File: src/rtl/ps2s1_pkg.sv
// ----------------------------------------------------------------------------
// ps2s1_pkg
// Shared types, layout tables and lookup helpers for the scan set 1 decoder.
// ----------------------------------------------------------------------------
package ps2s1_pkg;

    localparam int TAB_LEN = 89;
    localparam int PAD_LEN = 13;

    // Scan codes of interest
    localparam logic [7:0] BYTE_E0     = 8'hE0;
    localparam logic [7:0] BYTE_E1     = 8'hE1;
    localparam logic [6:0] SC_LSHIFT   = 7'd42;
    localparam logic [6:0] SC_RSHIFT   = 7'd54;
    localparam logic [6:0] SC_ALT      = 7'd56;
    localparam logic [6:0] SC_CTRL     = 7'd29;
    localparam logic [6:0] SC_CAPS     = 7'd58;
    localparam logic [6:0] SC_SCROLL   = 7'd70;
    localparam logic [6:0] SC_NUM      = 7'd69;
    localparam logic [6:0] SC_KP_DIV   = 7'd53;
    localparam logic [6:0] SC_PAD_LO   = 7'd71;
    localparam logic [6:0] SC_PAD_HI   = 7'd83;
    localparam logic [7:0] CHAR_SLASH  = "/";
    localparam logic [6:0] DIV_CODE_RST = 7'd8;

    typedef enum logic [1:0] {
        PFX_NONE = 2'd0,
        PFX_E0   = 2'd1,
        PFX_E1   = 2'd2
    } t_prefix;

    typedef enum logic [1:0] {
        TBL_PLAIN = 2'd0,
        TBL_SHIFT = 2'd1,
        TBL_ALTGR = 2'd2
    } t_tbl;

    typedef struct packed {
        logic shift;
        logic alt_l;
        logic alt_r;
        logic ctrl_l;
        logic ctrl_r;
        logic caps;
        logic num;
        logic scroll;
    } t_mods;

    typedef struct packed {
        logic       key_valid;
        logic       use_ovr;
        logic [7:0] ovr_char;
        logic [6:0] scan;
        t_mods      mods;
        logic       leds;
    } t_key_info;

    localparam logic [7:0] TAB_PLAIN [TAB_LEN] = '{
        8'd0, 8'd0, "1", "2", "3", "4", "5", "6", "7", "8", "9", "0",
        8'd225, 8'd39, 8'd8,
        8'd0, "q", "w", "e", "r", "t", "z", "u", "i", "o", "p", 8'd129, "+", 8'd10,
        8'd0, "a", "s", "d", "f", "g", "h", "j", "k", "l", 8'd148, 8'd132, "^",
        8'd0, "#",
        "y", "x", "c", "v", "b", "n", "m", ",", ".", "-", 8'd0,
        "*", 8'd0, " ", 8'd0, 8'd0, 8'd0, 8'd0, 8'd0, 8'd0, 8'd0, 8'd0, 8'd0, 8'd0,
        8'd0, 8'd0, 8'd0, 8'd0, 8'd0, 8'd0, "-",
        8'd0, 8'd0, 8'd0, "+", 8'd0, 8'd0, 8'd0, 8'd0, 8'd0, 8'd0, 8'd0, "<",
        8'd0, 8'd0
    };

    localparam logic [7:0] TAB_SHIFT [TAB_LEN] = '{
        8'd0, 8'd0, "!", 8'd34, 8'd21, "$", "%", "&", "/", "(", ")", "=", "?",
        8'd96, 8'd0,
        8'd0, "Q", "W", "E", "R", "T", "Z", "U", "I", "O", "P", 8'd154, "*", 8'd0,
        8'd0, "A", "S", "D", "F", "G", "H", "J", "K", "L", 8'd153, 8'd142, 8'd248,
        8'd0, 8'd39,
        "Y", "X", "C", "V", "B", "N", "M", ";", ":", "_", 8'd0,
        8'd0, 8'd0, " ", 8'd0, 8'd0, 8'd0, 8'd0, 8'd0, 8'd0, 8'd0, 8'd0, 8'd0, 8'd0,
        8'd0, 8'd0, 8'd0, 8'd0, 8'd0, 8'd0, 8'd0,
        8'd0, 8'd0, 8'd0, 8'd0, 8'd0, 8'd0, 8'd0, 8'd0, 8'd0, 8'd0, 8'd0, ">",
        8'd0, 8'd0
    };

    localparam logic [7:0] TAB_ALTGR [TAB_LEN] = '{
        8'd0, 8'd0, 8'd0, 8'd253, 8'd0, 8'd0, 8'd0, 8'd0, "{", "[", "]", "}",
        8'd92, 8'd0, 8'd0,
        8'd0, "@", 8'd0, 8'd0, 8'd0, 8'd0, 8'd0, 8'd0, 8'd0, 8'd0, 8'd0, 8'd0,
        "~", 8'd0,
        8'd0, 8'd0, 8'd0, 8'd0, 8'd0, 8'd0, 8'd0, 8'd0, 8'd0, 8'd0, 8'd0, 8'd0,
        8'd0, 8'd0, 8'd0,
        8'd0, 8'd0, 8'd0, 8'd0, 8'd0, 8'd0, 8'd230, 8'd0, 8'd0, 8'd0, 8'd0,
        8'd0, 8'd0, 8'd0, 8'd0, 8'd0, 8'd0, 8'd0, 8'd0, 8'd0, 8'd0, 8'd0, 8'd0,
        8'd0, 8'd0, 8'd0, 8'd0, 8'd0, 8'd0, 8'd0, 8'd0,
        8'd0, 8'd0, 8'd0, 8'd0, 8'd0, 8'd0, 8'd0, 8'd0, 8'd0, 8'd0, 8'd0, "|",
        8'd0, 8'd0
    };

    localparam logic [7:0] PAD_CHAR [PAD_LEN] = '{
        "7", "8", "9", "-", "4", "5", "6", "+", "1", "2", "3", "0", ","
    };

    localparam logic [6:0] PAD_SCAN [PAD_LEN] = '{
        7'd8, 7'd9, 7'd10, 7'd53, 7'd5, 7'd6, 7'd7, 7'd27, 7'd2, 7'd3, 7'd4,
        7'd11, 7'd51
    };

    function automatic logic is_letter(input logic [6:0] code);
        return ((code >= 7'd16) && (code <= 7'd26)) ||
               ((code >= 7'd30) && (code <= 7'd40)) ||
               ((code >= 7'd44) && (code <= 7'd50));
    endfunction

    function automatic logic [7:0] char_lookup(input t_tbl sel, input logic [6:0] code);
        logic [7:0] c;
        c = 8'd0;
        if (code < 7'(TAB_LEN)) begin
            case (sel)
                TBL_PLAIN: c = TAB_PLAIN[code];
                TBL_SHIFT: c = TAB_SHIFT[code];
                TBL_ALTGR: c = TAB_ALTGR[code];
                default:   c = 8'd0;
            endcase
        end
        return c;
    endfunction

endpackage

File: src/rtl/ps2s1_char_rom.sv
// ----------------------------------------------------------------------------
// ps2s1_char_rom
// Synchronous layout ROM: table select and scan code in, character out from a
// register that loads while the read enable is high.
// ----------------------------------------------------------------------------
module ps2s1_char_rom
    import ps2s1_pkg::*;
(
    input  logic       i_clk,
    input  logic       i_rd_en,
    input  t_tbl       i_rd_sel,
    input  logic [6:0] i_rd_code,
    output logic [7:0] o_rd_data
);

    logic [7:0] r_data;

    always_ff @(posedge i_clk) begin
        if (i_rd_en) begin
            r_data <= char_lookup(i_rd_sel, i_rd_code);
        end
    end

    assign o_rd_data = r_data;

endmodule

File: src/rtl/ps2s1_decode.sv
// ----------------------------------------------------------------------------
// ps2s1_decode
// Keyboard state (prefix, modifiers, locks) and per-byte classification.
// Drives the ROM address and registers the key information on accept.
// ----------------------------------------------------------------------------
module ps2s1_decode
    import ps2s1_pkg::*;
(
    input  logic       i_clk,
    input  logic       i_rst_n,
    input  logic       i_accept,
    input  logic [7:0] i_scan_byte,
    input  logic [6:0] i_div_code,
    output t_tbl       o_rom_sel,
    output logic [6:0] o_rom_code,
    output t_key_info  o_info
);

    t_prefix   r_prefix, n_prefix;
    t_mods     r_mods, n_mods;
    t_key_info r_info, n_info;

    logic [6:0] code;
    logic       e0;
    logic       is_pfx;
    logic       pad_hit;
    logic [3:0] pad_idx;
    logic [6:0] pad_off;

    assign code    = i_scan_byte[6:0];
    assign e0      = (r_prefix == PFX_E0);
    assign is_pfx  = (i_scan_byte == BYTE_E0) || (i_scan_byte == BYTE_E1);
    assign pad_hit = r_mods.num && (r_prefix == PFX_NONE) &&
                     (code >= SC_PAD_LO) && (code <= SC_PAD_HI);
    assign pad_off = code - SC_PAD_LO;
    assign pad_idx = pad_off[3:0];

    // Table choice for ordinary keys
    always_comb begin
        if (r_mods.alt_r) begin
            o_rom_sel = TBL_ALTGR;
        end else if (r_mods.shift || (r_mods.caps && is_letter(code))) begin
            o_rom_sel = TBL_SHIFT;
        end else begin
            o_rom_sel = TBL_PLAIN;
        end
    end
    assign o_rom_code = code;

    always_comb begin
        n_prefix = r_prefix;
        n_mods   = r_mods;
        n_info   = '0;

        if (is_pfx) begin
            n_prefix = (i_scan_byte == BYTE_E0) ? PFX_E0 : PFX_E1;
        end else if (i_scan_byte[7]) begin
            // break: release modifiers
            if ((code == SC_LSHIFT) || (code == SC_RSHIFT)) begin
                n_mods.shift = 1'b0;
            end else if (code == SC_ALT) begin
                if (e0) n_mods.alt_r = 1'b0; else n_mods.alt_l = 1'b0;
            end else if (code == SC_CTRL) begin
                if (e0) n_mods.ctrl_r = 1'b0; else n_mods.ctrl_l = 1'b0;
            end
            n_prefix = PFX_NONE;
        end else begin
            if ((code == SC_LSHIFT) || (code == SC_RSHIFT)) begin
                n_mods.shift = 1'b1;
            end else if (code == SC_ALT) begin
                if (e0) n_mods.alt_r = 1'b1; else n_mods.alt_l = 1'b1;
            end else if (code == SC_CTRL) begin
                if (e0) n_mods.ctrl_r = 1'b1; else n_mods.ctrl_l = 1'b1;
            end else if (code == SC_CAPS) begin
                n_mods.caps = ~r_mods.caps;
                n_info.leds = 1'b1;
            end else if (code == SC_SCROLL) begin
                n_mods.scroll = ~r_mods.scroll;
                n_info.leds   = 1'b1;
            end else if ((code == SC_NUM) && !r_mods.ctrl_l) begin
                n_mods.num  = ~r_mods.num;
                n_info.leds = 1'b1;
            end else begin
                n_info.key_valid = 1'b1;
                n_info.scan      = code;
                if ((code == SC_KP_DIV) && e0) begin
                    n_info.use_ovr  = 1'b1;
                    n_info.ovr_char = CHAR_SLASH;
                    n_info.scan     = i_div_code;
                end else if (pad_hit) begin
                    n_info.use_ovr  = 1'b1;
                    n_info.ovr_char = PAD_CHAR[pad_idx];
                    n_info.scan     = PAD_SCAN[pad_idx];
                end
            end
            n_prefix = PFX_NONE;
        end
        n_info.mods = n_mods;
    end

    always_ff @(posedge i_clk) begin
        if (!i_rst_n) begin
            r_prefix <= PFX_NONE;
            r_mods   <= '0;
        end else if (i_accept) begin
            r_prefix <= n_prefix;
            r_mods   <= n_mods;
        end
    end

    always_ff @(posedge i_clk) begin
        if (i_accept) begin
            r_info <= n_info;
        end
    end

    assign o_info = r_info;

endmodule

File: src/rtl/ps2s1_out_stage.sv
// ----------------------------------------------------------------------------
// ps2s1_out_stage
// Lookup and output stages: merges the ROM character with the key
// information and holds the finished item until the receiver takes it.
// ----------------------------------------------------------------------------
module ps2s1_out_stage
    import ps2s1_pkg::*;
(
    input  logic       i_clk,
    input  logic       i_rst_n,
    input  logic       i_accept,
    input  t_key_info  i_info,
    input  logic [7:0] i_rom_data,
    input  logic       i_out_ready,
    output logic       o_in_ready,
    output logic       o_out_valid,
    output t_key_info  o_item,
    output logic [7:0] o_ascii
);

    logic       r_a_valid;
    logic       r_b_valid;
    t_key_info  r_b_info;
    logic [7:0] r_b_ascii;
    logic [7:0] n_b_ascii;
    logic       a_fire;

    assign a_fire     = r_a_valid && (!r_b_valid || i_out_ready);
    assign o_in_ready = !r_a_valid || !r_b_valid || i_out_ready;

    always_comb begin
        if (!i_info.key_valid) begin
            n_b_ascii = 8'd0;
        end else if (i_info.use_ovr) begin
            n_b_ascii = i_info.ovr_char;
        end else begin
            n_b_ascii = i_rom_data;
        end
    end

    always_ff @(posedge i_clk) begin
        if (!i_rst_n) begin
            r_a_valid <= 1'b0;
            r_b_valid <= 1'b0;
        end else begin
            if (i_accept) begin
                r_a_valid <= 1'b1;
            end else if (a_fire) begin
                r_a_valid <= 1'b0;
            end
            if (a_fire) begin
                r_b_valid <= 1'b1;
            end else if (i_out_ready) begin
                r_b_valid <= 1'b0;
            end
        end
    end

    always_ff @(posedge i_clk) begin
        if (a_fire) begin
            r_b_info  <= i_info;
            r_b_ascii <= n_b_ascii;
        end
    end

    assign o_out_valid = r_b_valid;
    assign o_item      = r_b_info;
    assign o_ascii     = r_b_ascii;

endmodule

File: src/rtl/ps2s1_output_unused_guard.sv
// ----------------------------------------------------------------------------
// ps2s1_cfg_reg
// Configuration register holding the keypad divide scan code.
// ----------------------------------------------------------------------------
module ps2s1_cfg_reg
    import ps2s1_pkg::*;
(
    input  logic       i_clk,
    input  logic       i_rst_n,
    input  logic       i_cfg_valid,
    input  logic [6:0] i_cfg_data,
    output logic       o_cfg_ready,
    output logic [6:0] o_div_code
);

    logic [6:0] r_div_code;

    always_ff @(posedge i_clk) begin
        if (!i_rst_n) begin
            r_div_code <= DIV_CODE_RST;
        end else if (i_cfg_valid) begin
            r_div_code <= i_cfg_data;
        end
    end

    assign o_cfg_ready = 1'b1;
    assign o_div_code  = r_div_code;

endmodule

File: src/rtl/ps2_scancode_set1_to_ascii_top.sv
// ----------------------------------------------------------------------------
// ps2_scancode_set1_to_ascii_top
// PS/2 scan set 1 keyboard decoder with a German character layout.
// ----------------------------------------------------------------------------
// Usage:
//   Input channel  : i_in_valid / o_in_ready carry one raw keyboard byte
//                    (i_scan_byte) per item.
//   Output channel : o_out_valid / i_out_ready carry one result item per input
//                    item: key valid, character, scan code, flags, LED change.
//   Config channel : i_cfg_valid / o_cfg_ready write the keypad divide scan
//                    code; always ready. Write it only while nothing is in flight.
//   Stages         : classify the byte and read the ROM at the input accept;
//                    merge the character into the output register when the
//                    lookup stage moves on, which waits while the output holds.
//   Throughput     : one item per cycle while the output is taken; keyboard state is updated at accept.
//   Stall          : a held output item keeps its payload; one more item waits
//                    in the lookup stage, after which o_in_ready drops.
//   Reset          : synchronous, active low. Clears prefix, modifiers, locks
//                    and both pipeline stages; restores the divide code default.
// ----------------------------------------------------------------------------
module ps2_scancode_set1_to_ascii_top
    import ps2s1_pkg::*;
(
    input  logic       i_clk,
    input  logic       i_rst_n,
    // config write
    input  logic       i_cfg_valid,
    output logic       o_cfg_ready,
    input  logic [6:0] i_keypad_divide_code,
    // input items
    input  logic       i_in_valid,
    output logic       o_in_ready,
    input  logic [7:0] i_scan_byte,
    // result items
    output logic       o_out_valid,
    input  logic       i_out_ready,
    output logic       o_key_valid,
    output logic [7:0] o_ascii_code,
    output logic [6:0] o_key_scancode,
    output logic       o_shift_flag,
    output logic       o_alt_left_flag,
    output logic       o_alt_right_flag,
    output logic       o_ctrl_left_flag,
    output logic       o_ctrl_right_flag,
    output logic       o_caps_flag,
    output logic       o_num_flag,
    output logic       o_scroll_flag,
    output logic       o_leds_changed
);

    logic       in_accept;
    logic [6:0] div_code;
    t_tbl       rom_sel;
    logic [6:0] rom_code;
    logic [7:0] rom_data;
    t_key_info  stage_info;
    t_key_info  out_item;
    logic [7:0] out_ascii;

    assign in_accept = i_in_valid && o_in_ready;

    // Divide key scan code register
    ps2s1_cfg_reg u_cfg (
        .i_clk       (i_clk),
        .i_rst_n     (i_rst_n),
        .i_cfg_valid (i_cfg_valid),
        .i_cfg_data  (i_keypad_divide_code),
        .o_cfg_ready (o_cfg_ready),
        .o_div_code  (div_code)
    );

    // Classify the byte, update keyboard state, address the ROM
    ps2s1_decode u_decode (
        .i_clk       (i_clk),
        .i_rst_n     (i_rst_n),
        .i_accept    (in_accept),
        .i_scan_byte (i_scan_byte),
        .i_div_code  (div_code),
        .o_rom_sel   (rom_sel),
        .o_rom_code  (rom_code),
        .o_info      (stage_info)
    );

    // Layout ROM, read in step with the decode register
    ps2s1_char_rom u_rom (
        .i_clk     (i_clk),
        .i_rd_en   (in_accept),
        .i_rd_sel  (rom_sel),
        .i_rd_code (rom_code),
        .o_rd_data (rom_data)
    );

    // Merge and hold the result item
    ps2s1_out_stage u_out (
        .i_clk       (i_clk),
        .i_rst_n     (i_rst_n),
        .i_accept    (in_accept),
        .i_info      (stage_info),
        .i_rom_data  (rom_data),
        .i_out_ready (i_out_ready),
        .o_in_ready  (o_in_ready),
        .o_out_valid (o_out_valid),
        .o_item      (out_item),
        .o_ascii     (out_ascii)
    );

    assign o_key_valid       = out_item.key_valid;
    assign o_ascii_code      = out_ascii;
    assign o_key_scancode    = out_item.scan;
    assign o_shift_flag      = out_item.mods.shift;
    assign o_alt_left_flag   = out_item.mods.alt_l;
    assign o_alt_right_flag  = out_item.mods.alt_r;
    assign o_ctrl_left_flag  = out_item.mods.ctrl_l;
    assign o_ctrl_right_flag = out_item.mods.ctrl_r;
    assign o_caps_flag       = out_item.mods.caps;
    assign o_num_flag        = out_item.mods.num;
    assign o_scroll_flag     = out_item.mods.scroll;
    assign o_leds_changed    = out_item.leds;

    // A non-key item carries no character and no scan code
    a_nokey_zero: assert property (@(posedge i_clk) disable iff (!i_rst_n)
        (o_out_valid && !o_key_valid) |-> (o_ascii_code == 8'd0 && o_key_scancode == 7'd0))
        else $error("non-key item with character or scan code");

    // An LED update and a key press never come from the same byte
    a_leds_nokey: assert property (@(posedge i_clk) disable iff (!i_rst_n)
        (o_out_valid && o_leds_changed) |-> !o_key_valid)
        else $error("LED change reported together with a key");

    // An accepted byte must reach an idle, ready output register through the lookup stage
    a_latency: assert property (@(posedge i_clk) disable iff (!i_rst_n)
        (in_accept && !o_out_valid && i_out_ready) |=> ##1 o_out_valid)
        else $error("result item not delivered after two cycles");

    // Reset empties the output stage
    a_reset_empty: assert property (@(posedge i_clk)
        !i_rst_n |=> !o_out_valid)
        else $error("output valid after reset");

endmodule

File: config.mk
export PLATFORM = sky130hd
export DESIGN_NAME = ps2_scancode_set1_to_ascii_top
export DESIGN_NICKNAME = d
export VERILOG_FILES = /design/src/rtl/ps2s1_pkg.sv /design/src/rtl/ps2s1_char_rom.sv /design/src/rtl/ps2s1_decode.sv /design/src/rtl/ps2s1_out_stage.sv /design/src/rtl/ps2s1_output_unused_guard.sv /design/src/rtl/ps2_scancode_set1_to_ascii_top.sv
export SDC_FILE = /design/constraint.sdc
export NUM_CORES = 1
export LEC_CHECK = 0
export BUFFER_PORTS_ARGS = -buffer_cell sky130_fd_sc_hd__buf_2
export CAP_MARGIN = 40
export CORE_MARGIN = 5
export CORE_UTILIZATION = 55
export DETAILED_ROUTE_END_ITERATION = 16
export GPL_TIMING_DRIVEN = 0
export PLACE_DENSITY_LB_ADDON = 0.3
export SLEW_MARGIN = 30
export SYNTH_ARGS = -nofsm -noshare
export SYNTH_HDL_FRONTEND = slang
export SYNTH_SLANG_ARGS = --single-unit
export TNS_END_PERCENT = 20
File: constraint.sdc
create_clock -name i_clk -period 4.96 [get_ports i_clk]
set_input_delay 0.248 -clock i_clk [delete_from_list [all_inputs] [get_ports i_clk]]
set_output_delay 0.248 -clock i_clk [all_outputs]
set_load 0.03 [all_outputs]
==> impl_metrics.env, run 1 <==
export IMPL_outcome="finished clean"
export IMPL_synth_ff_latch_count=75
export IMPL_drive_above_1_share=0.123
export IMPL_path_class="in -> reg"
export IMPL_post_place_ws_ns=1.21
export IMPL_synth_area_um2=5030
export IMPL_die_area_um2=11200
export IMPL_grt_max_degree=39
export IMPL_rsz0062_at_grt="false"
export IMPL_leakage_nw=2.13
export IMPL_synth_top_family_by_area="compound AO/OA/AOI/OAI gates"
export IMPL_cp_end_kind="flop"
export IMPL_power_density_nw_per_um2=265
export IMPL_grt_ovfl_total=0
export IMPL_async_flop_share=0
export IMPL_worst_slew_pin_slew_ns=0.790
export IMPL_cts_clk_slew_worst_paths_ns=0.08
export IMPL_io_pins=48
export IMPL_drt_pass1_iterations=10
export IMPL_setup_viol=0
export IMPL_final_hold_viol_count=0
export IMPL_min_path_type="in -> reg"
export IMPL_grt_first_pass_wirelength_um=28300
export IMPL_cts_root_buf="clkbuf_8"
export IMPL_antenna_found_initial=0
export IMPL_arrival_ns=3.71
export IMPL_synth_compound_area_frac=0.234
export IMPL_cts_sinks=75
export IMPL_syn_nets=607
export IMPL_seqPwrFrac=0.485
export IMPL_combPwrFrac=0.211
export IMPL_switching_power_w=0.000452
export IMPL_synth_fa_ha_area_frac=0.0373
export IMPL_synthTopCellsByArea="edfxtp_1 (33%), dfxtp_1 (7.6%), a21oi_1 (5.1%)"
export IMPL_required_ns=5.15
export IMPL_cts_post_setup_buffers_inserted=0
export IMPL_fmax_ghz=0.285
export IMPL_period_share=0.708
export IMPL_start_util=0.571
export IMPL_internal_power_w=0.00103
export IMPL_antenna_diode_count=0
export IMPL_fp_row_count=34
export IMPL_synth_simple_gate_area_frac=0.218
export IMPL_holdBufCountCts=0
export IMPL_die_w_um=106
export IMPL_cts_tree="yes"
export IMPL_period_needed_ns=3.51
export IMPL_start_kind="input pin"
export IMPL_cts_max_level=3
export IMPL_p_sw_frac=0.305
export IMPL_synth_area_per_cell_um2=8.79
export IMPL_yosysTopAreaCell="edfxtp_1"
export IMPL_grt_util_all_layers=0.328
export IMPL_port_buffers=44
export IMPL_cp_max_fo=10
export IMPL_synth_edf_count=56
export IMPL_netlist_area_leader_share=0.334
export IMPL_ys_types=62
export IMPL_yosysSeqAreaShare=0.410
export IMPL_wl_um=18300
export IMPL_synth_warnings=0
export IMPL_core_area_um2=8810
export IMPL_slew_headroom=0.471
export IMPL_ant_nets=0
export IMPL_netlist_instances=572
export IMPL_die_y_um=106
export IMPL_area_growth_pct=11.1
export IMPL_clock_latency_ns=0.35
export IMPL_synthFlopType="edfxtp_1"
export IMPL_grt_pass1_vias=5024
export IMPL_drc=0
export IMPL_drt_iter0_drc=886
export IMPL_drv_cap=0
export IMPL_hpwl_um=13200
export IMPL_synth_area_mux_share=0.0363
export IMPL_gp_congestion=1.11
export IMPL_p_clk_frac=0.304
export IMPL_peakVddDrop_uv=173
export IMPL_slew_viol_final=0
export IMPL_routed_via_density=7.11
export IMPL_detail_route_wl_per_cell_um=24.8
export IMPL_fin_worst_skew_ns=0.00774
export IMPL_fillers=711
export IMPL_nNetsFinal=662
export IMPL_finalSetupTns_ns=0
export IMPL_cts_buffers=9
export IMPL_setup_slack_ns=1.45
export IMPL_post_cts_resized=0
export IMPL_synth_xor_area_frac=0.0122
export IMPL_dr_total_vias=5263
export IMPL_cts_buffer_depth=2
-- flip-flops by register name, indices dropped and copies added (netlist names) --
| signal | cells |
|---|---|
| u_cfg.o_div_code | 7 |
| u_decode.o_info | 23 |
| u_decode.r_mods | 8 |
| u_decode.r_prefix | 2 |
| u_out.o_ascii | 8 |
| u_out.o_item | 17 |
| u_out.o_out_valid | 1 |
| u_out.r_a_valid | 1 |
| u_rom.o_rd_data | 8 |
-- kinds of logic (layout without fill, tap and decap cells) --
kind of cell               after synthesis  count (layout)
AOI/OAI and AO/OA                      180             180
xor gates and xnor gates                 7               7
adders and majority gates               15              15
buffers and inverters                   64             124
DFF                                     75              75
muxes                                   18              18
other                                    1               1
and+or+nand+nor                        212             212
-- stage by stage --
stage	util	std cells	instance area (um2)	power [W]	hold slack (ns)
2_1_floorplan	-	572	5030	0.000923	0.376
3_3_place_gp	0.611	724	5380	0.00102	0.402
3_5_place_dp	0.613	724	5400	0.00102	0.405
4_1_cts	0.635	740	5590	0.00147	0.107
5_1_grt	0.635	740	5590	0.00153	0.115
6_report	0.635	740	5590	0.00148	0.117
-- synth_stat cells, drive strengths merged, types with 4 or more instances --
| cell | number |
|---|---|
| a221oi | 6 |
| xor2 | 4 |
| nand2 | 51 |
| a22oi | 4 |
| o21ai | 33 |
| ha | 15 |
| and2 | 9 |
| and3b | 5 |
| dfxtp | 19 |
| a32oi | 5 |
| o22ai | 8 |
| mux2i | 16 |
| o211a | 4 |
| clkbuf | 36 |
| edfxtp | 56 |
| nand3 | 12 |
| nand4 | 6 |
| o211ai | 9 |
| nand2b | 14 |
| or3 | 4 |
| buf | 11 |
| and3 | 5 |
| inv | 15 |
| nor3 | 13 |
| a21oi | 51 |
| nor2b | 37 |
| a211oi | 7 |
| o311ai | 4 |
| o21a | 6 |
| nor2 | 40 |
| a31oi | 14 |
-- area by class of cell --
| cell class | count | area (um2) | share of cell area |
|---|---|---|---|
| Clock buffer | 9 | 124 | 0.0222 |
| Timing Repair Buffer | 44 | 220 | 0.0394 |
| Tap cell | 108 | 135 | 0.0242 |
| Buffer | 47 | 191 | 0.0343 |
| Multi-Input combinational cell | 433 | 2720 | 0.487 |
| Clock inverter | 7 | 66.3 | 0.0119 |
| Inverter | 17 | 65.1 | 0.0116 |
| Sequential cell | 75 | 2060 | 0.369 |
-- power by group through the flow --
stage          combinational (W)  sequential, W  clock [W]
2_1_floorplan           0.000175       0.000749          0
6_report                0.000312       0.000718   0.000449
4_1_cts                 0.000296       0.000718   0.000452
3_3_place_gp            0.000293       0.000730          0
5_1_grt                 0.000327       0.000721   0.000485
3_5_place_dp            0.000293       0.000731          0
-- critical path, stage by stage --
cell and delay [ns]:
buf_2 0.20, clkbuf_1 0.45, inv_1 0.27, ha_1 0.26
and2_1 0.26, and4_1 0.26, buf_2 0.19, or4_1 0.41
buf_2 0.17, or3_1 0.38, buf_2 0.18, or2_4 0.28
a21oi_1 0.14
-- path summary, 6_finish.rpt --
path	slack, ns	cells past startpoint	startpoint	endpoint
max	1.45	13	i_scan_byte[1]	u_decode.o_info[19]$_SDFFCE_PP0P_
min	0.12	3	i_keypad_divide_code[3]	u_cfg.o_div_code[3]$_SDFFE_PN1P_
max reg2reg	2.62	6	u_out.o_out_valid$_SDFFE_PN0P_	u_decode.r_mods[4]$_SDFFE_PN0P_
min reg2reg	0.41	0	u_decode.o_info[9]$_SDFFCE_PP0P_	u_out.o_item[9]$_DFFE_PP_
-- placed cells by master (no fill, tap or decap), types with 6 or more instances in the layout --
cell type	count
clkbuf_8	9
o21ai_0	33
nand4_1	6
o21a_1	6
inv_1	15
a21oi_1	51
clkbuf_1	36
edfxtp_1	56
and2_1	9
a31oi_1	14
nor2_1	40
nor2b_1	36
nand3_1	12
nor3_1	13
dfxtp_1	19
buf_2	50
ha_1	15
o211ai_1	9
a221oi_1	6
nand2b_1	14
o22ai_1	8
a211oi_1	7
mux2i_1	16
nand2_1	51
-- routing by layer --
metal / track usage / up-vias / routed length [um]
met4: 0.202 / 0 / 1330
met2: 0.527 / 475 / 8250
met5: 0 / - / 0
met1: 0.402 / 2437 / 6490
li1: - / 2228 / -
met3: 0.0721 / 123 / 2260
(Power assumes the default switching activity.)
==> run 2, diff against run 1 <==
--- a/config.mk
+++ b/config.mk
@@ -5,6 +5,7 @@
 export SDC_FILE = /design/constraint.sdc
 export NUM_CORES = 1
 export LEC_CHECK = 0
+export ABC_AREA = 1
 export BUFFER_PORTS_ARGS = -buffer_cell sky130_fd_sc_hd__buf_2
 export CAP_MARGIN = 40
 export CORE_MARGIN = 5
==> constraint.sdc (replaced) <==
create_clock -name i_clk -period 3.3 [get_ports i_clk]
set_input_delay 0.165 -clock i_clk [delete_from_list [all_inputs] [get_ports i_clk]]
set_output_delay 0.165 -clock i_clk [all_outputs]
set_load 0.03 [all_outputs]
==> impl_metrics.env, run 2 <==
export IMPL_core_area_um2=8760
export IMPL_cp_slowest_cell="ha_1"
export IMPL_nNetsFinal=772
export IMPL_cts_tree="yes"
export IMPL_gr_usage_met2=0.531
export IMPL_yosysTopAreaCell="edfxtp_1"
export IMPL_final_cells=850
export IMPL_final_common_cell="nand2_1"
export IMPL_synthTopCellsByCount="nand2_1 (180), nor2_1 (93), nand3_1 (64), inv_1 (63), edfxtp_1 (56)"
export IMPL_synth_edf_count=56
export IMPL_grt_pass1_vias=5096
export IMPL_cp_end_kind="flop"
export IMPL_fp_row_count=34
export IMPL_io_pins=48
export IMPL_required_ns=3.43
export IMPL_grt_busiest_layer="met2"
export IMPL_netlist_area_leader_share=0.338
export IMPL_ys_types=39
export IMPL_netlist_instances=681
export IMPL_drive_above_1_share=0.158
export IMPL_cp_top_family="simple AND/OR/NAND/NOR gates"
export IMPL_cts_post_setup_buffers_inserted=0
export IMPL_largest_reg_flops=23
export IMPL_slew_viol_final=0
export IMPL_grt_util_all_layers=0.332
export IMPL_leakage_nw=2.67
export IMPL_hpwl_um=13300
export IMPL_cp_max_fo=10
export IMPL_synth_area_um2=4970
export IMPL_path_buf_inv=4
export IMPL_port_buffers=43
export IMPL_ant_nets=0
export IMPL_detail_route_wl_per_cell_um=21.7
export IMPL_arrival_ns=2.61
export IMPL_worst_slew_pin_slew_ns=0.684
export IMPL_holdBufCountCts=0
export IMPL_cts_root_buf="clkbuf_8"
export IMPL_grt_util_met1=0.402
export IMPL_peakVddDrop_uv=277
export IMPL_drc=0
export IMPL_ff2ff_setup_slack_ns=1.53
export IMPL_synth_area_per_cell_um2=7.31
export IMPL_fmax_ghz=0.403
export IMPL_clock_latency_ns=0.36
export IMPL_yosysSeqAreaShare=0.414
export IMPL_synth_most_common_cell="nand2_1"
export IMPL_power_density_nw_per_um2=406
export IMPL_area_growth_pct=11.6
export IMPL_cts_clk_slew_worst_paths_ns=0.09
export IMPL_grt_ovfl_total=0
export IMPL_die_area_um2=11000
export IMPL_async_flop_share=0
export IMPL_fin_worst_skew_ns=0.0174
export IMPL_cp_depth=14
export IMPL_reg2reg_from="u_decode.r_prefix[0]$_SDFFE_PN0P_"
export IMPL_cts_sinks=75
export IMPL_synthFlopType="edfxtp_1"
export IMPL_min_path_type="in -> reg"
export IMPL_syn_nets=716
export IMPL_drv_cap=0
export IMPL_grt_use_met3=0.0727
export IMPL_routed_via_density=6.25
export IMPL_final_hold_viol_count=0
export IMPL_outcome="finished clean"
export IMPL_die_w_um=105
export IMPL_seq_area_um2=2060
export IMPL_cp_endpoint="u_rom.o_rd_data[1]$_SDFFCE_PP0P_"
export IMPL_cts_buffers=9
export IMPL_mostFrequentLayoutCells="nand2_1 (180), nor2_1 (93), nand3_1 (64)"
export IMPL_synthTopCellsByArea="edfxtp_1 (34%), nand2_1 (14%), dfxtp_1 (7.6%)"
export IMPL_path_class="in -> reg"
export IMPL_critical_path_cell_chain="buf_2 > buf_2 > inv_1 > ha_1 > nor2_1 > nor2_1 > nand2_1 > nand2_1 > a21oi_1 > nor2_1 > nand2_1 > nand3_1 > nand2_1 > inv_1"
export IMPL_multi_input_area_um2=2480
export IMPL_period_needed_ns=2.48
export IMPL_grt_max_degree=35
export IMPL_antenna_diode_count=0
export IMPL_post_cts_resized=0
export IMPL_synth_warnings=0
export IMPL_cts_buffer_depth=2
export IMPL_dr_total_vias=5315
export IMPL_rr_endpoint="u_decode.o_info[9]$_SDFFCE_PP0P_"
export IMPL_crit_path_start="i_scan_byte[0]"
export IMPL_period_share=0.751
export IMPL_hold_depth=3
export IMPL_path_common_cell="nand2_1"
export IMPL_drt_pass1_iterations=5
export IMPL_fillers=736
export IMPL_rsz0062_at_grt="false"
export IMPL_grt_first_pass_wirelength_um=28500
export IMPL_start_util=0.568
export IMPL_start_kind="input pin"
export IMPL_place_inst=834
export IMPL_utilization=0.633
export IMPL_drt_iter0_drc=649
export IMPL_wl_um=18400
export IMPL_slew_headroom=0.542
export IMPL_cts_max_level=3
export IMPL_setup_viol=0
export IMPL_gp_congestion=1.08
export IMPL_slowest_delay_ns=0.52
export IMPL_rr_worst_depth=7
export IMPL_synth_ff_latch_count=75
export IMPL_antenna_found_initial=0
export IMPL_finalSetupTns_ns=0
export IMPL_die_y_um=105
run 2: cell families after synthesis:
group                      synth area share
other                              0.000754
AOI/OAI and AO/OA                     0.136
adders and majority gates            0.0377
buffers and inverters                0.0898
and+or+nand+nor                       0.321
DFF                                   0.414
run 2: worst min-delay path by stage:
stage,endpoint,slack [ns],startpoint
after detailed placement,u_cfg.o_div_code[3]$_SDFFE_PN1P_,0.39,i_keypad_divide_code[3]
after global placement,u_cfg.o_div_code[3]$_SDFFE_PN1P_,0.39,i_keypad_divide_code[3]
after CTS,u_cfg.o_div_code[3]$_SDFFE_PN1P_,0.03,i_keypad_divide_code[3]
after floorplan,u_cfg.o_div_code[3]$_SDFFE_PN1P_,0.29,i_cfg_valid
after global routing,u_cfg.o_div_code[3]$_SDFFE_PN1P_,0.04,i_keypad_divide_code[3]
final,u_cfg.o_div_code[3]$_SDFFE_PN1P_,0.03,i_keypad_divide_code[3]
run 2: routing by layer:
metal	vias up	wire, um
met5	-	0
met4	0	1330
met3	106	2070
met2	454	8410
met1	2385	6630
li1	2370	-
run 2: layout make-up:
| cell class | count | share of cell area |
|---|---|---|
| tap | 108 | 0.0243 |
| clock buffer | 9 | 0.0223 |
| multi-input combinational | 509 | 0.446 |
| sequential | 75 | 0.371 |
| inverter | 76 | 0.0536 |
| buffer | 21 | 0.0270 |
| clock inverter | 7 | 0.00766 |
| timing repair buffer | 45 | 0.0473 |
run 2: power breakdown:
group / internal, W / switching, W
sequential: 0.00108 / 0.0000270
clock: 0.000268 / 0.000350
combinational: 0.000145 / 0.000381
run 2: through the flow:
step	instance area (um2)	setup slack [ns]	hold slack (ns)	total power, W
detailed placement	5390	0.623	0.394	0.00162
floorplan	4970	1.15	0.287	0.00145
CTS	5550	0.959	0.0279	0.00222
global placement	5330	0.629	0.386	0.00160
global route	5550	0.738	0.0353	0.00233
finish	5550	0.822	0.0265	0.00225
run 2: worst register-to-register path, delay by kind of cell, from the launching register on:
| kind | cells | cell delay (ns) |
|---|---|---|
| buffers and inverters | 1 | 0.06 |
| and+or+nand+nor | 6 | 1.14 |
| DFF | 1 | 0.35 |
==> run 3, diff against run 2 <==
--- a/config.mk
+++ b/config.mk
@@ -5,7 +5,7 @@
 export SDC_FILE = /design/constraint.sdc
 export NUM_CORES = 1
 export LEC_CHECK = 0
-export ABC_AREA = 1
+export ABC_AREA = 0
 export BUFFER_PORTS_ARGS = -buffer_cell sky130_fd_sc_hd__buf_2
 export CAP_MARGIN = 40
 export CORE_MARGIN = 5
==> constraint.sdc (replaced) <==
create_clock -name i_clk -period 2.32 [get_ports i_clk]
set_input_delay 0.116 -clock i_clk [delete_from_list [all_inputs] [get_ports i_clk]]
set_output_delay 0.116 -clock i_clk [all_outputs]
set_load 0.03 [all_outputs]
==> impl_metrics.env, run 3 (synthesis results as in run 1) <==
export IMPL_peakVddDrop_uv=387
export IMPL_slew_headroom=0.541
export IMPL_worst_slew_pin_slew_ns=0.689
export IMPL_drc=0
export IMPL_arrival_ns=2.50
export IMPL_wl_um=19000
export IMPL_antenna_found_initial=0
export IMPL_grt_util_all_layers=0.333
export IMPL_violations="negative setup slack"
export IMPL_die_w_um=106
export IMPL_reg2reg_from="u_decode.r_mods[5]$_SDFFE_PN0P_"
export IMPL_cts_sinks=75
export IMPL_crit_path_start="i_scan_byte[4]"
export IMPL_cp_end_kind="flop"
export IMPL_whs_ns=0.0359
export IMPL_grt_ovfl_total=0
export IMPL_core_area_um2=8810
export IMPL_cts_max_level=3
export IMPL_io_pins=48
export IMPL_area_growth_pct=18.3
export IMPL_place_inst=725
export IMPL_slew_viol_final=0
export IMPL_path_class="in -> reg"
export IMPL_leakage_nw=2.30
export IMPL_setup_slack_ns=-0.119
export IMPL_dr_total_vias=5321
export IMPL_fin_worst_skew_ns=0.0131
export IMPL_gp_congestion=1.17
export IMPL_worstHoldStart="i_keypad_divide_code[6]"
export IMPL_min_path_type="in -> reg"
export IMPL_period_share=1.05
export IMPL_hpwl_um=13300
export IMPL_port_buffers=44
export IMPL_fillers=671
export IMPL_grt_pass1_vias=5003
export IMPL_cts_root_buf="clkbuf_8"
export IMPL_detail_route_wl_per_cell_um=25.3
export IMPL_clock_latency_ns=0.34
export IMPL_die_y_um=106
export IMPL_rsz0062_at_grt="true"
export IMPL_cts_buffers=9
export IMPL_largest_reg_flops=23
export IMPL_cts_buffer_depth=2
export IMPL_final_common_cell="edfxtp_1"
export IMPL_power_density_nw_per_um2=582
export IMPL_cp_max_fo=10
export IMPL_drv_cap=0
export IMPL_ant_nets=0
export IMPL_drive_above_1_share=0.209
export IMPL_required_ns=2.38
export IMPL_grt_max_degree=39
export IMPL_fmax_ghz=0.410
export IMPL_routed_via_density=7.09
export IMPL_drt_iter0_drc=1043
export IMPL_nNetsFinal=672
export IMPL_mostFrequentLayoutCells="edfxtp_1 (56), nand2_1 (51), a21oi_1 (48)"
export IMPL_fp_row_count=34
export IMPL_start_kind="input pin"
export IMPL_drt_pass1_iterations=12
export IMPL_cts_tree="yes"
export IMPL_final_cells=750
export IMPL_grt_first_pass_wirelength_um=28800
export IMPL_setup_viol=9
export IMPL_final_hold_viol_count=0
export IMPL_outcome="finished with violations"
export IMPL_start_util=0.571
export IMPL_cts_clk_slew_worst_paths_ns=0.08
export IMPL_die_area_um2=11200
export IMPL_antenna_diode_count=0
export IMPL_period_needed_ns=2.44
-- run 3: cell count changes in the layout (fill, tap and decap cells not counted), moves of 10 or more --
cell,delta
nand2_1,-129
nand3_1,-52
mux2i_1,+16
nor2_1,-54
clkbuf_1,+17
inv_1,-51
buf_4,+11
clkbuf_2,+11
a21oi_1,+10
nand2b_1,+14
o21ai_0,-22
nor3_1,+12
nor2b_1,+35
-- run 3: metal layers --
metal	global-route usage	wire length, um
met1	0.410	6780
met2	0.546	8470
met3	0.0697	2270
met4	0.187	1460
met5	0	0
-- run 3: layout make-up --
| class | instances | area [um2] | share of cell area |
|---|---|---|---|
| timing repair buffer | 57 | 335 | 0.0564 |
| sequential | 75 | 2060 | 0.347 |
| tap | 108 | 135 | 0.0227 |
| clock buffer | 10 | 128 | 0.0215 |
| inverter | 17 | 85.1 | 0.0143 |
| multi-input combinational | 433 | 2840 | 0.478 |
| clock inverter | 6 | 113 | 0.0189 |
| buffer | 44 | 249 | 0.0419 |
-- run 3: path summary, 6_finish.rpt --
kind         slack [ns]                          endpoint  cells past startpoint
max reg2reg        0.01  u_rom.o_rd_data[6]$_SDFFCE_PP0P_                      8
min reg2reg        0.42        u_out.o_item[15]$_DFFE_PP_                      0
min                0.04  u_cfg.o_div_code[6]$_SDFFE_PN0P_                      3
max               -0.12  u_rom.o_rd_data[0]$_SDFFCE_PP0P_                     10
-- run 3: repair_timing --
item,CTS,global route
buffers inserted,6,5
pin swaps,2,5
hold buffers,1,0
resized for setup,32,30
setup endpoints to repair,25,27
endpoints found under the hold margin,1,0
-- run 3: stage by stage --
| stage | util | area (um2) | setup TNS [ns] | total power, W | setup slack, ns |
|---|---|---|---|---|---|
| detailed placement | 0.622 | 5480 | -23.92 | 0.00221 | -1.18 |
| finish | 0.675 | 5950 | -0.387 | 0.00346 | -0.119 |
| floorplan | - | 5100 | -0.143 | 0.00198 | -0.0456 |
| global route | 0.675 | 5950 | -0.638 | 0.00356 | -0.175 |
| CTS | 0.662 | 5830 | 0 | 0.00340 | 0.00181 |
| global placement | 0.620 | 5460 | -24.57 | 0.00220 | -1.24 |
-- run 3: critical path, cell delays in order --
cell	delay, ns
buf_2	0.09
buf_2	0.20
clkbuf_1	0.51
clkbuf_2	0.40
clkbuf_2	0.35
a22oi_1	0.14
o211ai_1	0.31
o22ai_1	0.16
nand2_1	0.09
o21ai_0	0.11
-- run 3: where the power goes --
group | internal [W] | switching [W]
sequential | 0.00151 | 0.0000252
combinational | 0.000230 | 0.000493
clock | 0.000719 | 0.000485
total | 0.00246 | 0.00100
